[src/sv/pmr_pkg.sv]
// Shared constants for the posterior mean rate block: field widths,
// register map codes and reset values.
// No dependencies.
`timescale 1ns / 1ps
`default_nettype none

package pmr_pkg;

   localparam int DEF_MAX_CATEGORIES = 4;
   localparam int DEF_LH_BITS        = 32;

   localparam int RATE_BITS     = 16;   // Q4.12 rate and mean
   localparam int QUOT_BITS     = RATE_BITS;
   localparam int COUNT_BITS    = 3;
   localparam int BEST_BITS     = 2;
   localparam int RSP_DATA_BITS = 24;   // mean_rate + best_category, padded to bytes
   localparam int CSR_DATA_BITS = 32;

   localparam logic [COUNT_BITS-1:0] COUNT_RESET = 3'd4;
   localparam logic [RATE_BITS-1:0]  RATE_RESET  = 16'd4096;

   // register indexes (byte address / 4)
   localparam int REG_COUNT     = 0;
   localparam int REG_RATE_BASE = 1;

endpackage

`default_nettype wire

[src/sv/pmr_lane.sv]
// One category lane: registered rate * likelihood product and masked likelihood.
// Depends on pmr_pkg.
`timescale 1ns / 1ps
`default_nettype none

module pmr_lane #(
   parameter int LH_BITS = pmr_pkg::DEF_LH_BITS
) (
   input  logic                                 clock,
   input  logic                                 load,
   input  logic                                 lane_on,
   input  logic [pmr_pkg::RATE_BITS-1:0]        rate,
   input  logic [LH_BITS-1:0]                   lh,
   output logic [pmr_pkg::RATE_BITS+LH_BITS-1:0] prod,
   output logic [LH_BITS-1:0]                   lh_used
);
   import pmr_pkg::*;

   localparam int PROD_BITS = RATE_BITS + LH_BITS;

   logic [PROD_BITS-1:0] prod_ff, prod_in;
   logic [LH_BITS-1:0]   lh_ff, lh_in;

   // unused lanes contribute nothing to either sum and never win the max
   always_comb begin
      prod_in = '0;
      lh_in   = '0;
      if (lane_on) begin
         prod_in = rate * lh;
         lh_in   = lh;
      end
   end

   always_ff @(posedge clock) begin
      if (load) begin
         prod_ff <= prod_in;
         lh_ff   <= lh_in;
      end
   end

   assign prod    = prod_ff;
   assign lh_used = lh_ff;

endmodule

`default_nettype wire

[config.mk]
export PLATFORM = sky130hd
export DESIGN_NAME = pmr_lane
export DESIGN_NICKNAME = d
export VERILOG_FILES = /design/src/sv/pmr_pkg.sv /design/src/sv/pmr_lane.sv
export SDC_FILE = /design/constraint.sdc
export NUM_CORES = 1
export LEC_CHECK = 0
export BUFFER_PORTS_ARGS = -buffer_cell sky130_fd_sc_hd__buf_2
export CORE_UTILIZATION = 68
export DETAILED_ROUTE_END_ITERATION = 8
export MAX_ROUTING_LAYER = met4
export PLACE_DENSITY = 0.9
export SKIP_LAST_GASP = 1
export SYNTH_ARGS = -nofsm -noshare
export SYNTH_HDL_FRONTEND = slang
export SYNTH_SLANG_ARGS = --single-unit
[constraint.sdc]
create_clock -name clock -period 18.8 [get_ports clock]
set_input_delay 2.82 -clock clock [delete_from_list [all_inputs] [get_ports clock]]
set_output_delay 2.82 -clock clock [all_outputs]
set_load 0.03 [all_outputs]
==> summary.md <==
| Metric | Value |
|---|---|
| H-tree level count | 3 |
| CP arrival | 9200 ps |
| Final Hold Fails | 0 |
| Worst-Margin Slew | 1127 ps |
| Run status | finished clean |
| Netlist cell types | 63 |
| Sink Count | 80 |
| Initial Util | 0.6927 |
| Rows | 61 |
| DR WL met3 | 3685 um |
| Met2 Wirelength | 25,820 um |
| Routed length on met1 | 16,260 um |
| Setup TNS | 0 ps |
| Post-cts resize count | 0 |
| Top Metal Used | met4 |
| CP max FO | 32 |
| Synthesized netlist net count | 2,673 |
| Critical Path Slowest Stage Cell | fa_1 |
| TritonCTS clock tree | built |
| Share of cells above drive strength 1 | 0.07732 |
| Root Buffer | clkbuf_16 |
| Nets@finish | roughly 2,700 |
| Mapped Avg Cell Area | 9.260 sq um |
| Tot GR Track Use | 0.3740 |
| RSZ-0062 raised after global routing | no |
| Critical path launch point type | input port |
| Initial antenna violation count | 1 |
| Die Y | between 150 and 200 um |
| Largest net degree at the start of global routing | 81 |
| Longest Clk Path Bufs | 2 |
| Final setup fails | 0 |
| Synth Warn # | 0 |
| Setup bufs post-CTS | 0 |
| Final instance count without filler cells | between 2,000 and 3,000 |
| Post-synth EDFFs | 80 |
| Crit-path cells | buf_2 > nand2_1 > fa_1 > inv_1 > fa_1 > fa_1 > fa_1 > fa_1 > inv_1 > fa_1 > inv_1 > ha_1 > and3_2 > nand4_1 > nor2_2 > o2111ai_1 > a2111oi_2 > o21ai_1 > a21o_1 > a21oi_1 |
| Relative slew margins | 0.2485 |
| Worst Path Required | 19,030 ps |
| DR vias/cell | 5.992 |
| Most common cell on crit path | fa_1 |
| Tmin final | roughly 9000 ps |
| HPWL Detailed | 37,430 um |
| Achievable frequency | 0.1115 GHz |
| # DRC | 0 |
| Placed Cells | between 2,000 and 2,500 |
| Yosys reg bits | 80 |
| Setup CP Type | in -> reg |
| Synth Cell Area | 19,300 sq um |
| Final wirelength | 49,380 um |
| # hold bufs at CTS | 0 |
| Routed via count | 14,980 |
| Mapped Cells | 2,084 |
| Ports | between 100 and 150 |
| First-pass GRT wire length | 79,630 um |
| WL/cell | between 15 and 20 um |
| Input/output buffers | 130 |
| Worst hold margin | 2996 ps |
| Inserted Clock Buffers | 9 |
| Die Wd | 170.5 um |
| Initial DRT Pass Iterations | 5 |
| Clock Pin Slew Worst Setup and Hold Paths | around 80 ps |
| GPL Wtd Cong | 0.9568 |
| Die footprint | 29,060 sq um |
| Tcrit/Tclk final | 0.4771 |
| CP peak stage delay | 640 ps |
| DR iter-0 viols | 1,235 |
| Register area share after synthesis | 0.1245 |
| Main flop type after synthesis | edfxtp_1 |
| Total grt overflow | 0 |
| Area Overhead vs Synth | 5.407% |
| Max-cap viol count | 0 |
| Crit path capture type | register |
| Antenna-violating nets left | 0 |
| Total core area | 27,860 sq um |
| Hold Crit Class | in -> reg |
| Vias in the first global route | 16,180 |
| Async SR Flop Fraction | 0 |
| Pins Over Slew Limit | 0 |
[layout make-up]
cell class	count	area (sq um)
fillers	1919	7516
repair buffers	132	668.1
flip-flops and latches	80	2402
well taps	378	473.0
inverters	441	1655
clock inverters	7	95.09
diodes	1	2.502
clock buffers	9	225.2
multi-input cells	1452	14820
[cells by family after synthesis]
logic type,count (synthesis),synth area share
muxes,8,0.004279
AOI/OAI and AO/OA,157,0.05660
xor gates and xnor gates,32,0.01452
buffers and inverters,552,0.1076
and+or+nand+nor,717,0.1811
adders and majority gates,538,0.5114
DFF,80,0.1245
[registers in the layout, summed over array words and instances (netlist names)]
register,flops
lh_used,32
prod,48
[cells in the mapped netlist (8+ instances only)]
library cell | n | area [sq um]
a21o_1 | 32 | 240.2
a21oi_1 | 44 | 220.2
and2_1 | 250 | 1564
and3_1 | 9 | 56.30
clkbuf_1 | 108 | 405.4
edfxtp_1 | 80 | 2402
fa_1 | 418 | 8368
ha_1 | 120 | 1501
inv_1 | 440 | 1652
nand2_1 | 336 | 1261
nand2b_1 | 8 | 50.05
nand3_1 | 18 | 90.09
nand4_1 | 11 | 68.82
nor2_1 | 52 | 195.2
nor3_1 | 15 | 75.07
o21a_1 | 8 | 60.06
o21ai_0 | 23 | 115.1
o21bai_1 | 9 | 67.56
xnor2_1 | 20 | 175.2
xor2_1 | 12 | 105.1
[path summary, 6_finish.rpt]
kind,depth (start not counted),end,slack (ps),from
setup / recovery,20,prod[44]$_SDFFCE_PN0P_,9830,rate[7]
hold / removal,2,lh_used[0]$_SDFFCE_PN0P_,3000,lh[0]
[through the flow]
step	cell area, sq um	utilization	worst slack [ps]
2_1_floorplan	19300	-	10150
3_3_place_gp	20020	0.7186	9642
3_5_place_dp	20020	0.7186	9565
4_1_cts	20340	0.7301	9926
5_1_grt	20340	0.7302	9593
6_report	20340	0.7302	9831
[cells in the final DEF, fill, tap and decap left out, types with 4 or more instances in the layout]
cell / instances
inv_1: 440
fa_1: 418
nand2_1: 336
and2_1: 250
buf_2: 129
ha_1: 120
edfxtp_1: 80
nor2_1: 52
a21oi_1: 44
a21o_1: 32
o21ai_0: 23
xnor2_1: 20
nand3_1: 18
nor3_1: 15
xor2_1: 12
nand4_1: 11
o21bai_1: 9
and3_1: 9
clkbuf_16: 9
o21a_1: 8
nand2b_1: 8
mux2i_1: 6
nor2b_1: 5
o211ai_1: 4
a31oi_1: 4
[per-layer routing]
| layer | vias to the layer above | global-route usage |
|---|---|---|
| met1 | 7514 | 0.4037 |
| met4 | 0 | 0.2601 |
| met3 | 281 | 0.06419 |
| met5 | - | - |
| li1 | 6297 | - |
| met2 | 888 | 0.6299 |
[critical path, delay by kind of cell]
family                     cells  cell delay [ps]
buffers and inverters          4              670
adders and majority gates      7             3520
and+or+nand+nor                4              750
AOI/OAI and AO/OA              5             1390
Power is left out: the tool's default activity adds up to more than one toggle a clock period on the data nets, which glitch-free logic cannot reach.
