===== src/sv/pmr_pkg.sv =====
// Shared constants for the posterior mean rate block: field widths,
// register map codes and reset values.
// No dependencies.
`timescale 1ns / 1ps
`default_nettype none

package pmr_pkg;

   localparam int DEF_MAX_CATEGORIES = 4;
   localparam int DEF_LH_BITS        = 32;

   localparam int RATE_BITS     = 16;   // Q4.12 rate and mean
   localparam int QUOT_BITS     = RATE_BITS;
   localparam int COUNT_BITS    = 3;
   localparam int BEST_BITS     = 2;
   localparam int RSP_DATA_BITS = 24;   // mean_rate + best_category, padded to bytes
   localparam int CSR_DATA_BITS = 32;

   localparam logic [COUNT_BITS-1:0] COUNT_RESET = 3'd4;
   localparam logic [RATE_BITS-1:0]  RATE_RESET  = 16'd4096;

   // register indexes (byte address / 4)
   localparam int REG_COUNT     = 0;
   localparam int REG_RATE_BASE = 1;

endpackage

`default_nettype wire


===== src/sv/pmr_merge.sv =====
// Merge stage: sums lane products and likelihoods, picks the best lane.
// Depends on pmr_pkg.
`timescale 1ns / 1ps
`default_nettype none

module pmr_merge #(
   parameter int MAX_CATEGORIES = pmr_pkg::DEF_MAX_CATEGORIES,
   parameter int LH_BITS        = pmr_pkg::DEF_LH_BITS,
   localparam int SUM_BITS  = LH_BITS + $clog2(MAX_CATEGORIES),
   localparam int NUM_BITS  = SUM_BITS + pmr_pkg::RATE_BITS,
   localparam int PROD_BITS = pmr_pkg::RATE_BITS + LH_BITS,
   localparam int IDX_BITS  = $clog2(MAX_CATEGORIES)
) (
   input  logic                                     clock,
   input  logic                                     load,
   input  logic [MAX_CATEGORIES-1:0][PROD_BITS-1:0] prod,
   input  logic [MAX_CATEGORIES-1:0][LH_BITS-1:0]   lh,
   output logic [NUM_BITS-1:0]                      num,
   output logic [SUM_BITS-1:0]                      den,
   output logic [IDX_BITS-1:0]                      best,
   output logic                                     zero
);
   import pmr_pkg::*;

   logic [NUM_BITS-1:0] num_ff, num_in;
   logic [SUM_BITS-1:0] den_ff, den_in;
   logic [IDX_BITS-1:0] best_ff, best_in;
   logic                zero_ff;
   logic [LH_BITS-1:0]  best_lh;

   always_comb begin
      num_in  = '0;
      den_in  = '0;
      best_in = '0;
      best_lh = lh[0];
      for (int c = 0; c < MAX_CATEGORIES; c++) begin
         num_in = num_in + NUM_BITS'(prod[c]);
         den_in = den_in + SUM_BITS'(lh[c]);
      end
      // strict greater: lowest index keeps ties
      for (int c = 1; c < MAX_CATEGORIES; c++) begin
         if (lh[c] > best_lh) begin
            best_lh = lh[c];
            best_in = IDX_BITS'(c);
         end
      end
   end

   always_ff @(posedge clock) begin
      if (load) begin
         num_ff  <= num_in;
         den_ff  <= den_in;
         best_ff <= best_in;
         zero_ff <= (den_in == '0);
      end
   end

   assign num  = num_ff;
   assign den  = den_ff;
   assign best = best_ff;
   assign zero = zero_ff;

endmodule

`default_nettype wire


===== config.mk =====
export PLATFORM = sky130hd
export DESIGN_NAME = pmr_merge
export DESIGN_NICKNAME = d
export VERILOG_FILES = /design/src/sv/pmr_pkg.sv /design/src/sv/pmr_merge.sv
export SDC_FILE = /design/constraint.sdc
export NUM_CORES = 1
export LEC_CHECK = 0
export BUFFER_PORTS_ARGS = -buffer_cell sky130_fd_sc_hd__buf_2
export CAP_MARGIN = 20
export CORE_ASPECT_RATIO = 2
export CORE_MARGIN = 2
export CORE_UTILIZATION = 47
export CTS_BUF_LIST = sky130_fd_sc_hd__clkbuf_4 sky130_fd_sc_hd__clkbuf_8
export CTS_CLUSTER_DIAMETER = 50
export DETAILED_ROUTE_END_ITERATION = 7
export GPL_TIMING_DRIVEN = 0
export HOLD_SLACK_MARGIN = 0.1
export PLACE_DENSITY_LB_ADDON = 0.1
export SYNTH_ARGS = -nofsm -noshare
export SYNTH_HDL_FRONTEND = slang
export SYNTH_SLANG_ARGS = --single-unit

===== constraint.sdc =====
create_clock -name clock -period 12.2 [get_ports clock]
set_clock_uncertainty 0.15 [all_clocks]
set_input_delay 1.22 -clock clock [delete_from_list [all_inputs] [get_ports clock]]
set_output_delay 1.22 -clock clock [all_outputs]
set_load 0.1 [all_outputs]

==> flow_metrics.py <==
metrics = {
    "power": {
        "power.share.clock": 0.060,
        "p_sw_frac": 0.611,
        "power_frac_seq": 0.168,
        "netSwitchingPower_uw": 2110,
        "power.density_mw_per_mm2": 216,
        "combPwrFrac": 0.772,
        "irDropWorstVdd_mv": 0.219,
        "fin_total_pwr_uw": 3450,
        "leakagePower_uw": 0.00759,
        "intPower_uw": 1340,
    },
    "global_routing": {
        "grt-ovfl-total": 0,
        "antenna_found_initial": 3,
        "grt_pass1_wl_microns": 60200,
        "grt_pass1_vias": 11700,
        "grt_max_degree": 71,
        "track_usage": 0.263,
    },
    "min_path": {
        "hp-class": "in -> reg",
    },
    "setup_path": {
        "slowest_delay_ps": 870,
        "cp.arrival_ps": 9530,
        "path_max_fanout": 10,
        "cp_slowest_cell": "clkbuf_1",
        "startpoint_type": "primary input",
        "cp-end-kind": "flip-flop",
        "crit_required_ps": 12250,
        "crit_type": "in -> reg",
    },
    "final_layout": {
        "nets": 2339,
        "fin_util": 0.571,
        "drive_above_1_share": 0.277,
        "final_cell_count_no_fill": 2042,
        "area_delta_synth_final_pct": 20.4,
    },
    "route": {
        "vias_per_cell": 5.59,
        "route.detailed.drc": 0,
        "wl_per_cell_microns": 19.0,
        "antenna_left": 0,
        "drt_pass1_iterations": 5,
        "drt_wl_total_microns": 38900,
        "num_vias": 11400,
        "drt-initial-drc-count": 609,
    },
    "timing": {
        "finalCriticalPeriod_ps": 9480,
        "relSlewSlack": 0.256,
        "slew_violations": 0,
        "fmaxAchievable_mhz": 106,
        "fin_crit_sh": 0.777,
        "worstMarginPinSlew_ps": 1120,
        "rsz0062_at_grt": "false",
        "final-setup-viol-count": 0,
        "hold_violations": 0,
        "timing.setup.tns_ps": 0,
    },
    "clock_network": {
        "cts_tree": "yes",
        "cts_resized": 0,
        "cts.sinks": 87,
        "cts-htree-levels": 3,
        "clk_path_buf_depth": 2,
        "postCtsSetupBuffers": 0,
        "cts_made_buffers": 9,
        "cts_root_buf": "clkbuf_8",
        "holdBufCountCts": 0,
        "path_clk_slew_ps": 110,
    },
    "logic_synthesis": {
        "synth_nets": 1919,
        "postSynth.asyncResetShare": 0,
        "netlist_area_sq_mm": 0.0133,
        "synth_top_area_frac": 0.241,
        "yosys.area_share.simple": 0.0961,
        "synth-seq-cells": 87,
        "synth_edf_count": 87,
        "synth.most_common_cell": "ha_1",
        "synth_compound_area_frac": 0.165,
        "avgSynthCellArea_sq_um": 10.5,
        "synth_warnings": 0,
        "synth_cell_type_count": 64,
        "ys.flop_type": "edfxtp_1",
        "synth_xor_area_frac": 0.0449,
        "synthMuxAreaShare": 0.0522,
        "synth_seq_area_share": 0.197,
        "yosysTopAreaCell": "fa_1",
        "synth_cells": 1259,
        "synth_top_family_by_area": "adder cells",
        "synthTopCellsByArea": "fa_1, edfxtp_1, ha_1, a21o_1, a21oi_1",
        "synth_commonest_cells": "ha_1, fa_1, inv_1, a21oi_1, edfxtp_1",
        "synthAdderAreaFrac": 0.409,
    },
    "floorplan": {
        "num_rows": 87,
        "core_area_sq_mm": 0.0280,
        "die_x_microns": 123,
        "die_area_sq_mm": 0.0297,
        "boundaryPins": 409,
        "die_h_microns": 242,
        "start_util": 0.474,
    },
    "flow_run": {
        "maxCapViolations": 0,
    },
    "placement": {
        "port_buffers": 408,
        "gp_congestion": 0.967,
        "dp_hpwl_microns": 33700,
        "dp.cells": 2024,
    },
    "outcome": {
        "status": "complete, no violations",
    },
}
## cell type report
cell class | instances | area, sq um
flip-flops and latches | 87 | 2610
plain buffers | 30 | 113
repair buffers | 409 | 2070
clock inverters | 7 | 53.8
multi-input cells | 1047 | 10200
well taps | 356 | 445
clock buffers | 9 | 124
inverters | 95 | 357
fillers | 2461 | 12000
diodes | 2 | 5.00
## critical path, delay by kind of cell
family	cells	cell delay, ps
AND/OR/NAND/NOR	5	700
AO/OA/AOI/OAI	19	3700
adder cells (fa/ha/maj)	3	930
buffers and inverters	6	2240
multiplexers	2	740
## metal layers
layer,GRT usage,part of all wire
met4,0.0791,0.021
met3,0.0351,0.062
met1,0.354,0.43
met5,0,0.00033
met2,0.438,0.49
## path summary, 6_finish.rpt
kind / start / to / slack [ps] / depth (start not counted)
setup / recovery: lh[13] / best[0] / 2720 / 35
hold / removal: prod[144] / num[0] / 950 / 2
## placed cells by master, fill, tap and decap left out, types with 49 or more instances in the layout
cell	instances
inv_1	95
a21o_1	74
o21ai_0	53
nor2_1	50
edfxtp_1	87
ha_1	178
buf_2	407
a21oi_1	94
fa_1	160
nand2_1	49
## per-stage QoR
stage / area (sq um) / hold WS (ps) / worst slack (ps)
after floorplan: 13300 / 1180 / 4450
after global placement: 15800 / 1370 / 2160
after detailed placement: 15800 / 1370 / 2270
after CTS: 16000 / 922 / 2690
after global routing: 16000 / 935 / 2120
final: 16000 / 947 / 2720
## registers in the layout, summed over array words and instances (netlist names)
name  count
num      50
den      34
best      2
zero      1
## power by group through the flow
stage                     combinational, uW  clock, uW  sequential (uW)
final                                  2670        208              579
after global routing                   2860        221              594
after CTS                              2660        213              581
after detailed placement               2650          0              585
after global placement                 2630          0              585
after floorplan                        1070          0             1600
## kinds of logic after synthesis
kind of cell | after synthesis
and+or+nand+nor | 244
muxes | 65
adders and majority gates | 338
DFF | 87
xor gates and xnor gates | 68
AOI/OAI and AO/OA | 332
buffers and inverters | 125
Note: power is estimated with default switching activity, not from simulation.
