## src/sv/pmr_pkg.sv

```systemverilog
// Shared constants for the posterior mean rate block: field widths,
// register map codes and reset values.
// No dependencies.
`timescale 1ns / 1ps
`default_nettype none

package pmr_pkg;

   localparam int DEF_MAX_CATEGORIES = 4;
   localparam int DEF_LH_BITS        = 32;

   localparam int RATE_BITS     = 16;   // Q4.12 rate and mean
   localparam int QUOT_BITS     = RATE_BITS;
   localparam int COUNT_BITS    = 3;
   localparam int BEST_BITS     = 2;
   localparam int RSP_DATA_BITS = 24;   // mean_rate + best_category, padded to bytes
   localparam int CSR_DATA_BITS = 32;

   localparam logic [COUNT_BITS-1:0] COUNT_RESET = 3'd4;
   localparam logic [RATE_BITS-1:0]  RATE_RESET  = 16'd4096;

   // register indexes (byte address / 4)
   localparam int REG_COUNT     = 0;
   localparam int REG_RATE_BASE = 1;

endpackage

`default_nettype wire

```

## src/sv/pmr_div_stage.sv

```systemverilog
// One registered step of restoring division: one quotient bit per stage.
// The quotient bits shift into the low end as numerator bits leave it.
// Depends on pmr_pkg.
`timescale 1ns / 1ps
`default_nettype none

module pmr_div_stage #(
   parameter int SUM_BITS = pmr_pkg::DEF_LH_BITS + 2,
   parameter int IDX_BITS = 2,
   localparam int WORK_BITS = SUM_BITS + pmr_pkg::QUOT_BITS
) (
   input  logic                 clock,
   input  logic                 load,
   input  logic [WORK_BITS-1:0] work_i,
   input  logic [SUM_BITS-1:0]  den_i,
   input  logic [IDX_BITS-1:0]  best_i,
   input  logic                 zero_i,
   output logic [WORK_BITS-1:0] work_o,
   output logic [SUM_BITS-1:0]  den_o,
   output logic [IDX_BITS-1:0]  best_o,
   output logic                 zero_o
);
   import pmr_pkg::*;

   logic [WORK_BITS-1:0] work_ff, work_in;
   logic [SUM_BITS-1:0]  den_ff;
   logic [IDX_BITS-1:0]  best_ff;
   logic                 zero_ff;
   logic [SUM_BITS:0]    trial;
   logic [SUM_BITS:0]    diff;
   logic                 fits;

   // upper SUM_BITS hold the partial remainder, always below den
   always_comb begin
      trial   = work_i[WORK_BITS-1:QUOT_BITS-1];
      diff    = trial - {1'b0, den_i};
      fits    = (trial >= {1'b0, den_i});
      work_in = {(fits ? diff[SUM_BITS-1:0] : trial[SUM_BITS-1:0]),
                 work_i[QUOT_BITS-2:0], fits};
   end

   always_ff @(posedge clock) begin
      if (load) begin
         work_ff <= work_in;
         den_ff  <= den_i;
         best_ff <= best_i;
         zero_ff <= zero_i;
      end
   end

   assign work_o = work_ff;
   assign den_o  = den_ff;
   assign best_o = best_ff;
   assign zero_o = zero_ff;

endmodule

`default_nettype wire

```

## config.mk

```make
export PLATFORM = sky130hd
export DESIGN_NAME = pmr_div_stage
export DESIGN_NICKNAME = d
export VERILOG_FILES = /design/src/sv/pmr_pkg.sv /design/src/sv/pmr_div_stage.sv
export SDC_FILE = /design/constraint.sdc
export NUM_CORES = 1
export LEC_CHECK = 0
export BUFFER_PORTS_ARGS = -buffer_cell sky130_fd_sc_hd__buf_2
export CORE_UTILIZATION = 47
export CTS_BUF_LIST = sky130_fd_sc_hd__clkbuf_8
export DETAILED_ROUTE_END_ITERATION = 12
export HOLD_SLACK_MARGIN = 0.12
export PLACE_DENSITY_LB_ADDON = 0.3
export SYNTH_ARGS = -nofsm -noshare
export SYNTH_HDL_FRONTEND = slang
export SYNTH_SLANG_ARGS = --single-unit
```

## constraint.sdc

```tcl
create_clock -name clock -period 2.3 [get_ports clock]
set_input_delay 0 -clock clock [delete_from_list [all_inputs] [get_ports clock]]
set_output_delay 0 -clock clock [all_outputs]
set_load 0.03 [all_outputs]
```

==> flow_metrics.py <==
metrics = {
    "global_routing": {
        "overflow": 0,
        "grt_usage_pct": 25.4,
        "grt_pass1_wl_um": 22100,
        "grt_max_degree": 47,
        "grt_pass1_vias": 4826,
        "antenna_found_initial": 0,
    },
    "final_layout": {
        "drive_above_1_share_pct": 38.0,
        "flow.area_growth_from_synthesis_pct": 56.4,
        "n_antenna_cell": 0,
        "layoutNonFillerInstCount": 943,
        "layout.nets": 926,
    },
    "worst_setup_path": {
        "crit_path_start_kind": "input port",
        "critPathArrivalTime_ps": 2330,
        "required_ps": 2420,
        "path_depth": 12,
        "critPathMaxFanout": 2,
        "worstSetupEndpointType": "register",
        "path_cells": "buf_2 > ha_4 > inv_2 > fa_2 > a21oi_2 > o211ai_1 > a211oi_2 > o22ai_2 > o2111ai_2 > a41oi_2 > or3_1 > a31o_1",
        "crit_path_top_delay_cell": "or3_1",
        "critical_path.max_stage_delay_ps": 370,
        "path_buf_inv": 2,
        "cpLargestDelayFamily": "compound AO/OA/AOI/OAI gates",
        "crit_type": "input port to register",
    },
    "timing": {
        "finalSetupViolations": 0,
        "fin_crit_sh_pct": 96.0,
        "drv_slew": 0,
        "fmax_ghz": 0.453,
        "tightest_slew_ps": 543,
        "tns_ps": 0,
        "hold_violations": 0,
        "period_needed_ps": 2210,
        "fin_hold_ws_ps": 132,
        "worst_slack_ps": 91.9,
        "relSlewSlack_pct": 63.8,
    },
    "pwr": {
        "seq_power_share_pct": 41.9,
        "ir_drop_uv": 316,
        "p_switching_uw": 1600,
        "p_leak_uw": 0.00348,
        "power.total_uw": 4780,
        "powerDensity_mw_per_mm2": 614,
        "p_clk_share_pct": 23.2,
        "intPower_uw": 3180,
        "p_comb_share_pct": 35.0,
        "p_sw_share_pct": 33.4,
    },
    "routing": {
        "wl_um": 13800,
        "wire_per_inst_um": 14.6,
        "firstDrtPassIters": 5,
        "detail-route-antenna-nets": 0,
        "drc": 0,
        "vias": 4822,
        "drt_iter0_markers": 190,
        "vias_per_cell": 5.11,
    },
    "floorplan": {
        "die_w_um": 105,
        "die-area_mm2": 0.0110,
        "die_h_um": 105,
        "rows": 37,
        "initial_core_util_pct": 48.3,
        "ios": 176,
        "coreArea_mm2": 0.0103,
    },
    "place": {
        "pre_cts_slack_ps": -459,
        "io_buffer_count": 175,
        "dp_hpwl_um": 9440,
        "gp_congestion": 0.860,
        "dp_cells": 836,
    },
    "synth": {
        "yosysUniqueCellTypes": 56,
        "synth_cells": 466,
        "ys_seq_elements": 87,
        "synth-seq-area-share_pct": 52.4,
        "ys_warn_count": 0,
        "synth_area_mm2": 0.00498,
        "syn-num-nets": 590,
        "synth_async_sr_flop_share_pct": 0,
        "avgSynthCellArea_um2": 10.7,
        "synth_edf_count": 87,
        "ys.flop_type": "edfxtp_1",
    },
    "clocking": {
        "clk_pin_slew_worst_paths_ps": 90,
        "cts_root_buf": "clkbuf_8",
        "clock_sinks": 87,
        "cts_inserted_buffers": 9,
        "cts_buffer_depth": 2,
        "h-tree-depth": 3,
        "cts_tree": "done",
    },
    "hold_path": {
        "hold_class": "input port to register",
        "hold_depth": 1,
    },
    "flow_run": {
        "maxCapViolCount": 0,
    },
    "outcome": {
        "status": "complete, no violations",
    },
}
==> logic make-up (layout without fill, tap and decap cells) <==
group	after synthesis	after routing	share of synthesized area [%]
buffers and inverters	63	404	5.52
AND/OR/NAND/NOR	117	117	10.7
multiplexers	4	4	0.904
adder cells (fa/ha/maj)	35	35	8.94
AO/OA/AOI/OAI	131	131	16.4
XOR/XNOR	29	29	5.10
flip-flops	87	87	52.4
==> layout by cell type, fill, tap and decap left out, drive strengths merged, types with 11 or more instances in the layout <==
cell and instances:
dlygate4sd3 86, nand2 52, ha 34, xnor2 16, inv 45, a21oi 34
edfxtp 87, a21o 11, nor2 22, xor2 13, o21ai 48, buf 260
==> state kept, by name (all words and copies together), names as in the netlist <==
name / flops
work_o: 50
den_o: 34
best_o: 2
zero_o: 1
==> per-layer routing <==
| layer | wire length [µm] | global-route usage [%] | up-vias |
|---|---|---|---|
| li1 | - | - | 2376 |
| met1 | 5930 | 32.2 | 2226 |
| met2 | 6790 | 44.8 | 197 |
| met3 | 769 | 2.74 | 23 |
| met4 | 265 | 9.26 | 0 |
| met5 | 0 | 0 | - |
==> timing repair <==
action / 4_1_cts / 5_1_grt
hold buffers: 86 / 0
hold endpoints to repair: 86 / 0
setup endpoints to repair: 1 / 31
buffers inserted: 2 / 3
resized for setup: 0 / 11
pin swaps: 2 / 7
gates cloned: 0 / 0
==> power groups by stage <==
stage          clock, µW  combinational (µW)  sequential (µW)
2_1_floorplan          0                 571             2400
3_3_place_gp           0                1480             2030
3_5_place_dp           0                1510             2040
4_1_cts             1120                1640             2000
5_1_grt             1180                1800             2020
6_report            1110                1670             2000
==> final cells by class <==
class | instances | area [µm²]
repair buffers | 346 | 2420
fillers | 675 | 2530
clock inverters | 7 | 77.6
flip-flops and latches | 87 | 2610
clock buffers | 9 | 124
inverters | 42 | 170
well taps | 136 | 170
multi-input cells | 316 | 2220
==> metrics by stage <==
stage / util, % / area (µm²)
3_3_place_gp: 64.4 / 6650
5_1_grt: 75.5 / 7790
4_1_cts: 74.9 / 7730
2_1_floorplan: - / 5090
3_5_place_dp: 64.4 / 6650
6_report: 75.5 / 7790
==> synthesized netlist by cell type, types with 2 or more instances <==
cell | n | area [µm²]
xnor2_1 | 16 | 140
clkbuf_1 | 9 | 33.8
o21bai_1 | 4 | 30.0
o21ai_0 | 44 | 220
o21a_1 | 3 | 22.5
buf_2 | 4 | 20.0
nor2b_1 | 2 | 12.5
a21oi_1 | 32 | 160
a21o_1 | 11 | 82.6
a221oi_1 | 2 | 17.5
nand2b_1 | 4 | 25.0
o31ai_1 | 4 | 30.0
o211ai_1 | 4 | 30.0
clkbuf_2 | 3 | 15.0
or3_1 | 3 | 18.8
a31oi_1 | 3 | 18.8
xor2_1 | 13 | 114
nand3_1 | 7 | 35.0
and3_1 | 3 | 18.8
nor4_1 | 2 | 12.5
inv_1 | 41 | 154
and2_1 | 4 | 25.0
mux2_2 | 3 | 33.8
a21oi_2 | 2 | 17.5
nand4_1 | 9 | 56.3
edfxtp_1 | 87 | 2610
ha_1 | 34 | 425
nor2_1 | 22 | 82.6
nor3_1 | 6 | 30.0
nand2_1 | 52 | 195
buf_4 | 3 | 22.5
a211oi_1 | 3 | 22.5
o21ai_1 | 4 | 20.0
==> worst paths after layout <==
kind                      from         end
worst max-delay path  den_i[0]  work_o[48]
worst min-delay path      load   den_o[16]
No activity file was read; power rests on OpenSTA's default activity.
